==> src/indexed_packet_reassembler_macros.svh <==
// Assertion macros shared by the reassembler modules.
`ifndef INDEXED_PACKET_REASSEMBLER_MACROS_SVH
`define INDEXED_PACKET_REASSEMBLER_MACROS_SVH

// Check a condition at every clock edge outside reset.
`define IPR_ASSERT(label, clk, rst_n, cond, msg) \
    label: assert property (@(posedge clk) disable iff (!rst_n) (cond)) else $error(msg);

// Check that an antecedent implies a consequent in the same cycle.
`define IPR_ASSERT_IMPL(label, clk, rst_n, ante, cons, msg) \
    label: assert property (@(posedge clk) disable iff (!rst_n) (ante) |-> (cons)) \
        else $error(msg);

// Check that an antecedent implies a consequent in the next cycle.
`define IPR_ASSERT_NEXT(label, clk, rst_n, ante, cons, msg) \
    label: assert property (@(posedge clk) disable iff (!rst_n) (ante) |=> (cons)) \
        else $error(msg);

`endif

==> src/ipr_pkg.sv <==
// Shared types and constants of the indexed packet reassembler.
`timescale 1ns / 1ps
`default_nettype none

package ipr_pkg;

    // Widths of the item fields.
    localparam int IDX_W       = 8;
    localparam int DLEN_W      = 4;
    localparam int RADDR_W     = 7;
    localparam int BYTE_W      = 8;
    localparam int BYTE_LANES  = 8;
    localparam int CNT_W       = 8;
    localparam int CFG_IDX_W   = 8;
    localparam int CFG_DATA_W  = 8;
    localparam int OP_W        = 2;
    localparam int LANE_SEL_W  = 3;

    // Packed input item layout.
    localparam int IN_IDX_LSB   = 0;
    localparam int IN_DLEN_LSB  = IN_IDX_LSB + IDX_W;
    localparam int IN_RADDR_LSB = IN_DLEN_LSB + DLEN_W;
    localparam int IN_BYTE_LSB  = IN_RADDR_LSB + RADDR_W;
    localparam int IN_USED_W    = IN_BYTE_LSB + BYTE_LANES * BYTE_W;
    localparam int IN_DATA_W    = ((IN_USED_W + 7) / 8) * 8;

    // Packed result item layout.
    localparam int OUT_USED_W = 1 + 1 + CNT_W + BYTE_W;
    localparam int OUT_DATA_W = ((OUT_USED_W + 7) / 8) * 8;

    // Operation codes carried in tuser.
    typedef enum logic [OP_W-1:0] {
        OP_PACKET = 2'd0,
        OP_UNLOCK = 2'd1,
        OP_RESET  = 2'd2,
        OP_READ   = 2'd3
    } t_op;

    // Configuration register indexes.
    localparam logic [CFG_IDX_W-1:0] REG_MAX_PKG_IDX = 8'd0;
    localparam logic [CFG_IDX_W-1:0] REG_RCV_LEN     = 8'd1;

    // Reset values.
    localparam logic [IDX_W-1:0]      RST_MAX_PKG_IDX = 8'd255;
    localparam logic [CFG_DATA_W-1:0] RST_RCV_LEN     = 8'd0;
    localparam logic [IDX_W-1:0]      FIRST_IDX       = 8'd1;

    // Result handed from the controller to the output stage.
    typedef struct packed {
        logic [BYTE_W-1:0] read_data;
        logic [CNT_W-1:0]  received_count;
        logic              finished;
        logic              confirm;
    } t_result;

endpackage

`default_nettype wire

==> src/indexed_packet_reassembler.sv <==
// Top level of the indexed packet reassembler.
//
//  channel   direction  handshake                        payload
//  s_axis    in         s_axis_tvalid / s_axis_tready    tdata: index, length, address, bytes;
//                                                        tuser: operation
//  m_axis    out        m_axis_tvalid / m_axis_tready    tdata: confirm, finished, count, byte
//  cfg       in         i_cfg_valid / o_cfg_ready        i_cfg_index, i_cfg_data
//
//  A packet stores its n bytes (0 to 8) one at a time through the single write port
//  of the payload store; resync, unlock, reset and read items store nothing.
//  A new item is accepted while the previous result waits in the output register.
//  A stalled output holds the result and stops the next one from leaving the controller.
//  Reset restores counters, confirm, finished and configuration; the store needs no clearing.
`timescale 1ns / 1ps
`default_nettype none

module indexed_packet_reassembler #(
    parameter int BUF_DEPTH    = 128,
    parameter int PACKET_BYTES = 8
) (
    input  wire logic                               i_clk,
    input  wire logic                               i_rst_n,
    // tdata: package_index, data_len, read_address, byte_0 .. byte_7 (bit 0 up)
    input  wire logic                               s_axis_tvalid,
    output logic                                    s_axis_tready,
    input  wire logic      [ipr_pkg::IN_DATA_W-1:0] s_axis_tdata,
    // tuser: operation
    input  wire logic      [ipr_pkg::OP_W-1:0]      s_axis_tuser,
    // tdata: confirm, finished, received_count, read_data (bit 0 up)
    output logic                                    m_axis_tvalid,
    input  wire logic                               m_axis_tready,
    output logic           [ipr_pkg::OUT_DATA_W-1:0] m_axis_tdata,
    input  wire logic                               i_cfg_valid,
    output logic                                    o_cfg_ready,
    input  wire logic      [ipr_pkg::CFG_IDX_W-1:0] i_cfg_index,
    input  wire logic      [ipr_pkg::CFG_DATA_W-1:0] i_cfg_data
);
    import ipr_pkg::*;

    localparam int ADDR_W = (BUF_DEPTH > 1) ? $clog2(BUF_DEPTH) : 1;

    logic              wr_en, rd_en, load, can_load;
    logic [ADDR_W-1:0] wr_addr, rd_addr;
    logic [BYTE_W-1:0] wr_data, rd_data;
    t_result           result;

    ipr_ctrl #(
        .BUF_DEPTH    (BUF_DEPTH),
        .PACKET_BYTES (PACKET_BYTES),
        .ADDR_W       (ADDR_W)
    ) u_ctrl (
        .i_clk       (i_clk),
        .i_rst_n     (i_rst_n),
        .i_tvalid    (s_axis_tvalid),
        .o_tready    (s_axis_tready),
        .i_tdata     (s_axis_tdata),
        .i_tuser     (s_axis_tuser),
        .i_cfg_valid (i_cfg_valid),
        .o_cfg_ready (o_cfg_ready),
        .i_cfg_index (i_cfg_index),
        .i_cfg_data  (i_cfg_data),
        .o_wr_en     (wr_en),
        .o_wr_addr   (wr_addr),
        .o_wr_data   (wr_data),
        .o_rd_en     (rd_en),
        .o_rd_addr   (rd_addr),
        .i_rd_data   (rd_data),
        .o_load      (load),
        .o_result    (result),
        .i_can_load  (can_load)
    );

    ipr_ram #(
        .WIDTH  (BYTE_W),
        .DEPTH  (BUF_DEPTH),
        .ADDR_W (ADDR_W)
    ) u_store (
        .i_clk     (i_clk),
        .i_wr_en   (wr_en),
        .i_wr_addr (wr_addr),
        .i_wr_data (wr_data),
        .i_rd_en   (rd_en),
        .i_rd_addr (rd_addr),
        .o_rd_data (rd_data)
    );

    ipr_out u_out (
        .i_clk      (i_clk),
        .i_rst_n    (i_rst_n),
        .i_load     (load),
        .i_result   (result),
        .o_can_load (can_load),
        .o_tvalid   (m_axis_tvalid),
        .i_tready   (m_axis_tready),
        .o_tdata    (m_axis_tdata)
    );

endmodule

`default_nettype wire

==> src/ipr_ram.sv <==
// Generic single-write, single-read RAM with registered read data.
`timescale 1ns / 1ps
`default_nettype none

module ipr_ram #(
    parameter int WIDTH = 8,
    parameter int DEPTH = 128,
    parameter int ADDR_W = (DEPTH > 1) ? $clog2(DEPTH) : 1
) (
    input  wire logic              i_clk,
    input  wire logic              i_wr_en,
    input  wire logic [ADDR_W-1:0] i_wr_addr,
    input  wire logic [WIDTH-1:0]  i_wr_data,
    input  wire logic              i_rd_en,
    input  wire logic [ADDR_W-1:0] i_rd_addr,
    output logic      [WIDTH-1:0]  o_rd_data
);

    logic [WIDTH-1:0] r_mem [DEPTH];

    // Write port.
    always_ff @(posedge i_clk) begin
        if (i_wr_en) begin
            r_mem[i_wr_addr] <= i_wr_data;
        end
    end

    // Registered read port; data holds between reads.
    always_ff @(posedge i_clk) begin
        if (i_rd_en) begin
            o_rd_data <= r_mem[i_rd_addr];
        end
    end

endmodule

`default_nettype wire

==> src/ipr_out.sv <==
// Output register stage of the reassembler result stream.
`timescale 1ns / 1ps
`default_nettype none
`include "indexed_packet_reassembler_macros.svh"

module ipr_out (
    input  wire logic                              i_clk,
    input  wire logic                              i_rst_n,
    input  wire logic                              i_load,
    input  wire ipr_pkg::t_result                  i_result,
    output logic                                   o_can_load,
    output logic                                   o_tvalid,
    input  wire logic                              i_tready,
    output logic      [ipr_pkg::OUT_DATA_W-1:0]    o_tdata
);
    import ipr_pkg::*;

    logic    r_valid;
    t_result r_result;

    // Take a new result when empty or when the held one leaves this cycle.
    assign o_can_load = !r_valid || i_tready;

    always_ff @(posedge i_clk) begin
        if (!i_rst_n) begin
            r_valid <= 1'b0;
        end else if (i_load) begin
            r_valid <= 1'b1;
        end else if (i_tready) begin
            r_valid <= 1'b0;
        end
    end

    // Hold the payload until it is taken.
    always_ff @(posedge i_clk) begin
        if (i_load) begin
            r_result <= i_result;
        end
    end

    // Pack: confirm, finished, received_count, read_data from bit 0 up.
    assign o_tvalid = r_valid;
    assign o_tdata  = {{(OUT_DATA_W - OUT_USED_W){1'b0}},
                       r_result.read_data, r_result.received_count,
                       r_result.finished, r_result.confirm};

    `IPR_ASSERT_IMPL(a_load_when_free, i_clk, i_rst_n, i_load, o_can_load, "result overwritten")
    `IPR_ASSERT_NEXT(a_load_shows, i_clk, i_rst_n, i_load, r_valid, "loaded result not shown")

endmodule

`default_nettype wire

==> src/ipr_ctrl.sv <==
// Packet decision, state counters and store write sequencer.
`timescale 1ns / 1ps
`default_nettype none
`include "indexed_packet_reassembler_macros.svh"

module ipr_ctrl #(
    parameter int BUF_DEPTH    = 128,
    parameter int PACKET_BYTES = 8,
    parameter int ADDR_W       = (BUF_DEPTH > 1) ? $clog2(BUF_DEPTH) : 1
) (
    input  wire logic                              i_clk,
    input  wire logic                              i_rst_n,
    // input items
    input  wire logic                              i_tvalid,
    output logic                                   o_tready,
    input  wire logic      [ipr_pkg::IN_DATA_W-1:0] i_tdata,
    input  wire logic      [ipr_pkg::OP_W-1:0]     i_tuser,
    // configuration writes
    input  wire logic                              i_cfg_valid,
    output logic                                   o_cfg_ready,
    input  wire logic      [ipr_pkg::CFG_IDX_W-1:0] i_cfg_index,
    input  wire logic      [ipr_pkg::CFG_DATA_W-1:0] i_cfg_data,
    // payload store
    output logic                                   o_wr_en,
    output logic           [ADDR_W-1:0]            o_wr_addr,
    output logic           [ipr_pkg::BYTE_W-1:0]   o_wr_data,
    output logic                                   o_rd_en,
    output logic           [ADDR_W-1:0]            o_rd_addr,
    input  wire logic      [ipr_pkg::BYTE_W-1:0]   i_rd_data,
    // result hand-off
    output logic                                   o_load,
    output ipr_pkg::t_result                       o_result,
    input  wire logic                              i_can_load
);
    import ipr_pkg::*;

    localparam logic [CNT_W-1:0]  DEPTH_C = CNT_W'(BUF_DEPTH);
    localparam logic [DLEN_W-1:0] LANES_C = DLEN_W'(PACKET_BYTES);

    typedef enum logic [2:0] {
        S_IDLE  = 3'b001,
        S_WRITE = 3'b010,
        S_DONE  = 3'b100
    } t_state;

    t_state               r_state, n_state;
    logic [IDX_W-1:0]     r_max_idx, n_max_idx;
    logic [CFG_DATA_W-1:0] r_rlen, n_rlen;
    logic [IDX_W-1:0]     r_exp, n_exp;
    logic [CNT_W-1:0]     r_fill, n_fill;
    logic                 r_confirm, n_confirm;
    logic                 r_done, n_done;
    logic                 r_rd_ok, n_rd_ok;
    logic [CNT_W-1:0]     r_base, n_base;
    logic [DLEN_W-1:0]    r_take, n_take;
    logic [LANE_SEL_W-1:0] r_cnt, n_cnt;
    logic [BYTE_W-1:0]    r_bytes [BYTE_LANES];

    // Unpacked input fields.
    logic [IDX_W-1:0]     pkt_idx;
    logic [DLEN_W-1:0]    pkt_dlen;
    logic [RADDR_W-1:0]   pkt_raddr;
    logic [BYTE_W-1:0]    pkt_bytes [BYTE_LANES];
    t_op                  op;

    assign pkt_idx   = i_tdata[IN_IDX_LSB +: IDX_W];
    assign pkt_dlen  = i_tdata[IN_DLEN_LSB +: DLEN_W];
    assign pkt_raddr = i_tdata[IN_RADDR_LSB +: RADDR_W];
    assign op        = t_op'(i_tuser);

    always_comb begin
        for (int k = 0; k < BYTE_LANES; k++) begin
            pkt_bytes[k] = i_tdata[IN_BYTE_LSB + k * BYTE_W +: BYTE_W];
        end
    end

    // Handshakes: configuration wins when both arrive together.
    logic s_fire, cfg_fire;
    assign o_cfg_ready = (r_state == S_IDLE);
    assign o_tready    = (r_state == S_IDLE) && !i_cfg_valid;
    assign cfg_fire    = i_cfg_valid && o_cfg_ready;
    assign s_fire      = i_tvalid && o_tready;

    // Packet classification against the current state.
    logic             is_resync, is_final, is_hit, is_restart, pkt_take;
    logic [CNT_W-1:0] eff_len, base, remaining;
    logic [DLEN_W-1:0] dlen_c, take;
    logic [IDX_W-1:0] exp_base;

    assign is_resync  = (pkt_idx == r_max_idx);
    assign is_final   = (pkt_idx == '0) && (r_exp > FIRST_IDX);
    assign is_hit     = (pkt_idx == r_exp);
    assign is_restart = (pkt_idx == FIRST_IDX) && (r_exp > FIRST_IDX);
    assign pkt_take   = !is_resync && !r_done && (is_final || is_hit || is_restart);

    // Clamp the byte count to the lane count and the space left.
    assign dlen_c    = (pkt_dlen > LANES_C) ? LANES_C : pkt_dlen;
    assign eff_len   = (r_rlen > DEPTH_C) ? DEPTH_C : r_rlen;
    assign base      = is_restart ? '0 : r_fill;
    assign exp_base  = is_restart ? FIRST_IDX : r_exp;
    assign remaining = (base < eff_len) ? (eff_len - base) : '0;
    assign take      = (remaining < CNT_W'(dlen_c)) ? remaining[DLEN_W-1:0] : dlen_c;

    // Read address check against the store depth.
    logic addr_ok;
    logic [CNT_W-1:0] raddr_ext;
    assign raddr_ext = CNT_W'(pkt_raddr);
    assign addr_ok   = (raddr_ext < DEPTH_C);

    // Write sequencer address and lane.
    logic [CNT_W-1:0] wr_pos;
    logic             wr_last;
    assign wr_pos  = r_base + CNT_W'(r_cnt);
    assign wr_last = ({1'b0, r_cnt} == (r_take - DLEN_W'(1)));

    always_comb begin
        n_state   = r_state;
        n_max_idx = r_max_idx;
        n_rlen    = r_rlen;
        n_exp     = r_exp;
        n_fill    = r_fill;
        n_confirm = r_confirm;
        n_done    = r_done;
        n_rd_ok   = r_rd_ok;
        n_base    = r_base;
        n_take    = r_take;
        n_cnt     = r_cnt;
        o_wr_en   = 1'b0;
        o_rd_en   = 1'b0;
        o_load    = 1'b0;
        case (r_state)
            S_IDLE: begin
                if (cfg_fire) begin
                    // Writes of a new resync index or of the length restart the transfer.
                    case (i_cfg_index)
                        REG_MAX_PKG_IDX: begin
                            if (i_cfg_data != r_max_idx) begin
                                n_max_idx = i_cfg_data;
                                n_exp     = FIRST_IDX;
                                n_fill    = '0;
                                n_confirm = 1'b0;
                            end
                        end
                        REG_RCV_LEN: begin
                            n_rlen = i_cfg_data;
                            n_exp  = FIRST_IDX;
                            n_fill = '0;
                            n_done = 1'b0;
                        end
                        default: ;
                    endcase
                end else if (s_fire) begin
                    n_rd_ok = 1'b0;
                    n_state = S_DONE;
                    case (op)
                        OP_PACKET: begin
                            if (is_resync) begin
                                n_confirm = !r_confirm;
                                n_exp     = FIRST_IDX;
                                n_fill    = '0;
                                n_done    = 1'b0;
                            end else if (pkt_take) begin
                                n_confirm = !r_confirm;
                                n_exp     = exp_base + IDX_W'(1);
                                n_fill    = base + CNT_W'(take);
                                n_done    = r_done || is_final;
                                n_base    = base;
                                n_take    = take;
                                n_cnt     = '0;
                                if (take != '0) begin
                                    n_state = S_WRITE;
                                end
                            end
                        end
                        OP_UNLOCK: begin
                            if (r_done) begin
                                n_exp  = FIRST_IDX;
                                n_fill = '0;
                                n_done = 1'b0;
                            end
                        end
                        OP_RESET: begin
                            n_exp     = FIRST_IDX;
                            n_fill    = '0;
                            n_confirm = 1'b0;
                        end
                        OP_READ: begin
                            o_rd_en = addr_ok;
                            n_rd_ok = addr_ok;
                        end
                        default: ;
                    endcase
                end
            end
            S_WRITE: begin
                // Store one payload byte per cycle.
                o_wr_en = 1'b1;
                n_cnt   = r_cnt + LANE_SEL_W'(1);
                if (wr_last) begin
                    n_state = S_DONE;
                end
            end
            S_DONE: begin
                // Hand the result over once the output stage has room.
                if (i_can_load) begin
                    o_load  = 1'b1;
                    n_state = S_IDLE;
                end
            end
            default: begin
                n_state = S_IDLE;
            end
        endcase
    end

    assign o_wr_addr = wr_pos[ADDR_W-1:0];
    assign o_wr_data = r_bytes[r_cnt];
    assign o_rd_addr = raddr_ext[ADDR_W-1:0];

    assign o_result = '{read_data:      (r_rd_ok ? i_rd_data : '0),
                        received_count: r_fill,
                        finished:       r_done,
                        confirm:        r_confirm};

    // Control state.
    always_ff @(posedge i_clk) begin
        if (!i_rst_n) begin
            r_state   <= S_IDLE;
            r_max_idx <= RST_MAX_PKG_IDX;
            r_rlen    <= RST_RCV_LEN;
            r_exp     <= FIRST_IDX;
            r_fill    <= '0;
            r_confirm <= 1'b0;
            r_done    <= 1'b0;
            r_rd_ok   <= 1'b0;
            r_cnt     <= '0;
            r_take    <= '0;
        end else begin
            r_state   <= n_state;
            r_max_idx <= n_max_idx;
            r_rlen    <= n_rlen;
            r_exp     <= n_exp;
            r_fill    <= n_fill;
            r_confirm <= n_confirm;
            r_done    <= n_done;
            r_rd_ok   <= n_rd_ok;
            r_cnt     <= n_cnt;
            r_take    <= n_take;
        end
    end

    // Latch the payload of an accepted item.
    always_ff @(posedge i_clk) begin
        r_base <= n_base;
        if (s_fire) begin
            for (int k = 0; k < BYTE_LANES; k++) begin
                r_bytes[k] <= pkt_bytes[k];
            end
        end
    end

    `IPR_ASSERT(a_fill_in_range, i_clk, i_rst_n, (r_fill <= eff_len), "fill beyond length")
    `IPR_ASSERT_IMPL(a_write_count, i_clk, i_rst_n, (r_state == S_WRITE), ({1'b0, r_cnt} < r_take), "write count past take")
    `IPR_ASSERT_NEXT(a_read_to_done, i_clk, i_rst_n, (s_fire && (op == OP_READ)), (r_state == S_DONE), "read did not finish")

endmodule

`default_nettype wire

==> config.mk <==
export PLATFORM = sky130hd
export DESIGN_NAME = indexed_packet_reassembler
export DESIGN_NICKNAME = d
export VERILOG_FILES = /design/src/ipr_pkg.sv /design/src/indexed_packet_reassembler.sv /design/src/ipr_ram.sv /design/src/ipr_out.sv /design/src/ipr_ctrl.sv
export VERILOG_INCLUDE_DIRS = /design/src /design/src/src
export SDC_FILE = /design/constraint.sdc
export NUM_CORES = 1
export LEC_CHECK = 0
export BUFFER_PORTS_ARGS = -buffer_cell sky130_fd_sc_hd__buf_2
export CORE_ASPECT_RATIO = 1.5
export CORE_UTILIZATION = 47
export CTS_CLUSTER_DIAMETER = 40
export DETAILED_ROUTE_END_ITERATION = 6
export PLACE_DENSITY = 0.61
export REMOVE_ABC_BUFFERS = 1
export SLEW_MARGIN = 30
export SYNTH_ARGS = -nofsm -noshare
export SYNTH_HDL_FRONTEND = slang
export SYNTH_SLANG_ARGS = --single-unit
==> constraint.sdc <==
create_clock -name i_clk -period 10.4 [get_ports i_clk]
set_clock_uncertainty 0.15 [all_clocks]
set_input_delay 3.12 -clock i_clk [delete_from_list [all_inputs] [get_ports i_clk]]
set_output_delay 3.12 -clock i_clk [all_outputs]
set_load 0.005 [all_outputs]
==> flow_metrics.py <==
metrics = {
    "run_status": {
        "status": "finished, final reports clean",
    },
    "timing": {
        "maxSlewHeadroom_pct": 32.5,
        "fin_setup_tns_ns": 0,
        "rsz0062_at_grt": "no",
        "period_minus_slack_ns": 9.20,
        "tightest_slew_ns": 1.01,
        "maxSlewViolCount": 0,
        "hold_viol": 0,
        "finalSetupViolations": 0,
        "finalCritPeriodShare_pct": 88.5,
        "fmaxAchievable_ghz": 0.109,
    },
    "cells_and_area": {
        "final_area_mm2": 0.0527,
        "fillCellCount": 7464,
        "final_nets": 2551,
        "final_common_cell": "edfxtp_1",
        "num_antenna_cells": 0,
        "syn_to_final_growth_pct": 13.2,
        "layout_common_cells": "1121 x edfxtp_1, 336 x mux4_2, 179 x nor2_1, 122 x buf_2, 119 x clkbuf_16",
        "drive_gt1_share_pct": 28.1,
    },
    "clock_tree": {
        "cts_buffers": 117,
        "cts_hold_buf": 0,
        "h-tree-depth": 3,
        "clock_latency_ns": 0.72,
        "cts_tree": "yes",
        "cts_setup_buffers": 0,
        "cts.sinks": 1170,
        "cts_buffer_depth": 3,
        "cts.clk_slew.worst_paths_ns": 0.06,
        "ctsRootBufferMaster": "clkbuf_16",
        "post_cts_resized": 0,
    },
    "power": {
        "switchingPower_mw": 2.06,
        "seq_power_share_pct": 52.2,
        "leakagePower_nw": 16.8,
        "power_density_mw_per_mm2": 188,
        "p_int_mw": 7.82,
        "p_comb_share_pct": 4.2,
        "clkPwrFrac_pct": 43.6,
        "ir_drop_v": 0.000155,
        "switching_share_pct": 20.8,
    },
    "routing": {
        "antenna_left": 0,
        "wl_per_cell_um": 27.7,
        "drt-total-wl_mm": 105,
        "drc": 0,
        "vias": 22300,
        "drtIter0Drc": 1713,
        "vias_per_cell": 5.86,
        "drtPass1Iterations": 5,
    },
    "logic_synthesis": {
        "netlist_area_mm2": 0.0466,
        "synth_edf_count": 1121,
        "syn-instance-count": 2242,
        "yosysWarnings": 0,
        "synth.distinct_cells": 66,
        "synth-seq-cells": 1170,
        "seq_area_frac_synth_pct": 74.4,
        "ys.flop_type": "edfxtp_1",
        "async_flop_share_pct": 0,
        "synth.avg_cell_area_um2": 20.8,
    },
    "setup_path": {
        "worst-path-buf-inv": 3,
        "cpPeakStageDelay_ns": 0.55,
        "worstPathRequired_ns": 10.88,
        "cp_max_fo": 7,
        "worstSetupEndpointType": "flip-flop",
        "setup.worst_path.start_class": "input pin",
        "path_depth": 26,
        "r2r_cells": 25,
        "worstPathArrival_ns": 9.68,
        "crit_type": "input pin to flip-flop",
        "crit_slowest_cell": "or4b_4",
        "crit_family": "simple AND/OR/NAND/NOR gates",
    },
    "floorplanning": {
        "die_height_um": 387,
        "row_count": 141,
        "core_mm2": 0.0983,
        "fp.dieW_um": 259,
        "die_area_mm2": 0.100,
        "start_util_pct": 47.4,
        "io_pins": 138,
    },
    "global_routing": {
        "grt_max_degree": 113,
        "grt_pass1_wl_mm": 155,
        "gr-total-overflow": 0,
        "grt_pass1_vias": 23600,
        "grt_antenna_before_repair": 0,
        "grt_usage_pct": 21.3,
    },
    "placed_design": {
        "port_buffers": 126,
        "placed_cell_area_mm2": 0.0487,
        "gp_congestion": 0.914,
        "dpl.hpwl_mm": 65.8,
    },
    "worst_hold_path": {
        "hp-class": "flip-flop to flip-flop",
        "whs_path_depth": 2,
    },
    "job": {
        "maxCapViolations": 0,
    },
}
power groups by stage:
stage / registers (mW) / clock network [mW] / logic, mW
floorplan: 5.26 / 0 / 0.212
CTS: 5.16 / 4.37 / 0.424
detailed placement: 5.26 / 0 / 0.423
global route: 5.16 / 4.54 / 0.441
finish: 5.16 / 4.30 / 0.415
global placement: 5.26 / 0 / 0.414
cell families after synthesis:
logic type / Yosys count / share of synthesized area [%]
flip-flops: 1170 / 74.4
multiplexers: 394 / 17.5
AND/OR/NAND/NOR: 365 / 3.62
buffers and inverters: 132 / 1.20
AO/OA/AOI/OAI: 110 / 1.64
XOR/XNOR: 43 / 0.825
adder cells (fa/ha/maj): 27 / 0.774
other: 1 / 0.00805
cell usage after synthesis (7+ instances only):
cell type,n,area (um^2)
a21oi_1,34,170
a221oi_1,9,78.8
a22o_1,8,70.1
and2_1,13,81.3
and3_1,9,56.3
buf_1,15,56.3
buf_2,32,160
clkbuf_1,55,206
dfxtp_1,49,981
edfxtp_1,1121,33700
ha_1,24,300
inv_1,23,86.3
mux2_2,8,90.1
mux2i_1,50,500
mux4_2,336,7570
nand2_1,63,236
nand2b_1,9,56.3
nand3_1,12,60.1
nand4_1,11,68.8
nor2_1,183,687
nor2b_1,18,113
nor3_1,10,50.1
nor4_1,8,50.1
o21ai_0,19,95.1
or3_1,7,43.8
xnor2_1,19,166
xor2_1,23,201
per-stage QoR:
stage | hold slack, ns | power, mW | setup WS [ns] | std cells | utilization [%]
global placement | 0.319 | 5.68 | 0.774 | 3580 | 49.5
global route | 0.360 | 10.1 | 0.856 | 3796 | 53.6
finish | 0.347 | 9.88 | 1.20 | 3796 | 53.6
detailed placement | 0.310 | 5.69 | 0.611 | 3580 | 49.5
CTS | 0.336 | 9.95 | 1.36 | 3795 | 53.6
floorplan | 0.264 | 5.47 | 1.37 | 2139 | -
state kept, by name, indices dropped and copies added (netlist names), 3 cells and up, named ones only:
signal	flops
u_out.o_tdata	18
u_ctrl.r_exp	8
u_ctrl.r_fill	8
u_ctrl.r_take	4
u_ctrl.r_max_idx	8
u_ctrl.r_base	7
u_store.r_mem	1024
u_ctrl.r_rlen	8
u_ctrl.r_cnt	3
u_ctrl.r_state	3
u_ctrl.r_bytes	64
u_store.o_rd_data	8
worst register-to-register path, delay by kind of cell, from the launching register on:
family                     cells  cell delay [ns]
and+or+nand+nor               11             2.45
AOI/OAI and AO/OA              8             2.33
adders and majority gates      3             1.01
buffers and inverters          3             0.45
DFF                            1             0.38
final cells by class:
| class | instances | area [um^2] | area share, % |
|---|---|---|---|
| multi-input cells | 945 | 11400 | 21.7 |
| clock inverters | 79 | 925 | 1.75 |
| clock buffers | 136 | 3040 | 5.77 |
| repair buffers | 155 | 930 | 1.76 |
| well taps | 1287 | 1610 | 3.06 |
| flip-flops and latches | 1170 | 34600 | 65.8 |
| inverters | 24 | 90.1 | 0.171 |
layer usage:
| metal | global-route usage, % | part of all wire (%) | vias to the layer above |
|---|---|---|---|
| li1 | - | - | 9594 |
| met1 | 25.6 | 37 | 11800 |
| met4 | 7.62 | 3.2 | 0 |
| met5 | 0 | 0 | - |
| met2 | 38.5 | 55 | 703 |
| met3 | 3.20 | 5.1 | 164 |
worst paths after layout:
path | endpoint | slack, ns | start
max | u_ctrl.r_fill[5] | 1.20 | s_axis_tdata[2]
min reg2reg | u_ctrl.r_rlen[1] | 0.35 | u_ctrl.r_rlen[1]
min | u_ctrl.r_rlen[1] | 0.35 | u_ctrl.r_rlen[1]
max reg2reg | u_ctrl.r_fill[5] | 3.56 | u_ctrl.r_exp[4]
No activity file was read; power rests on OpenSTA's default activity.
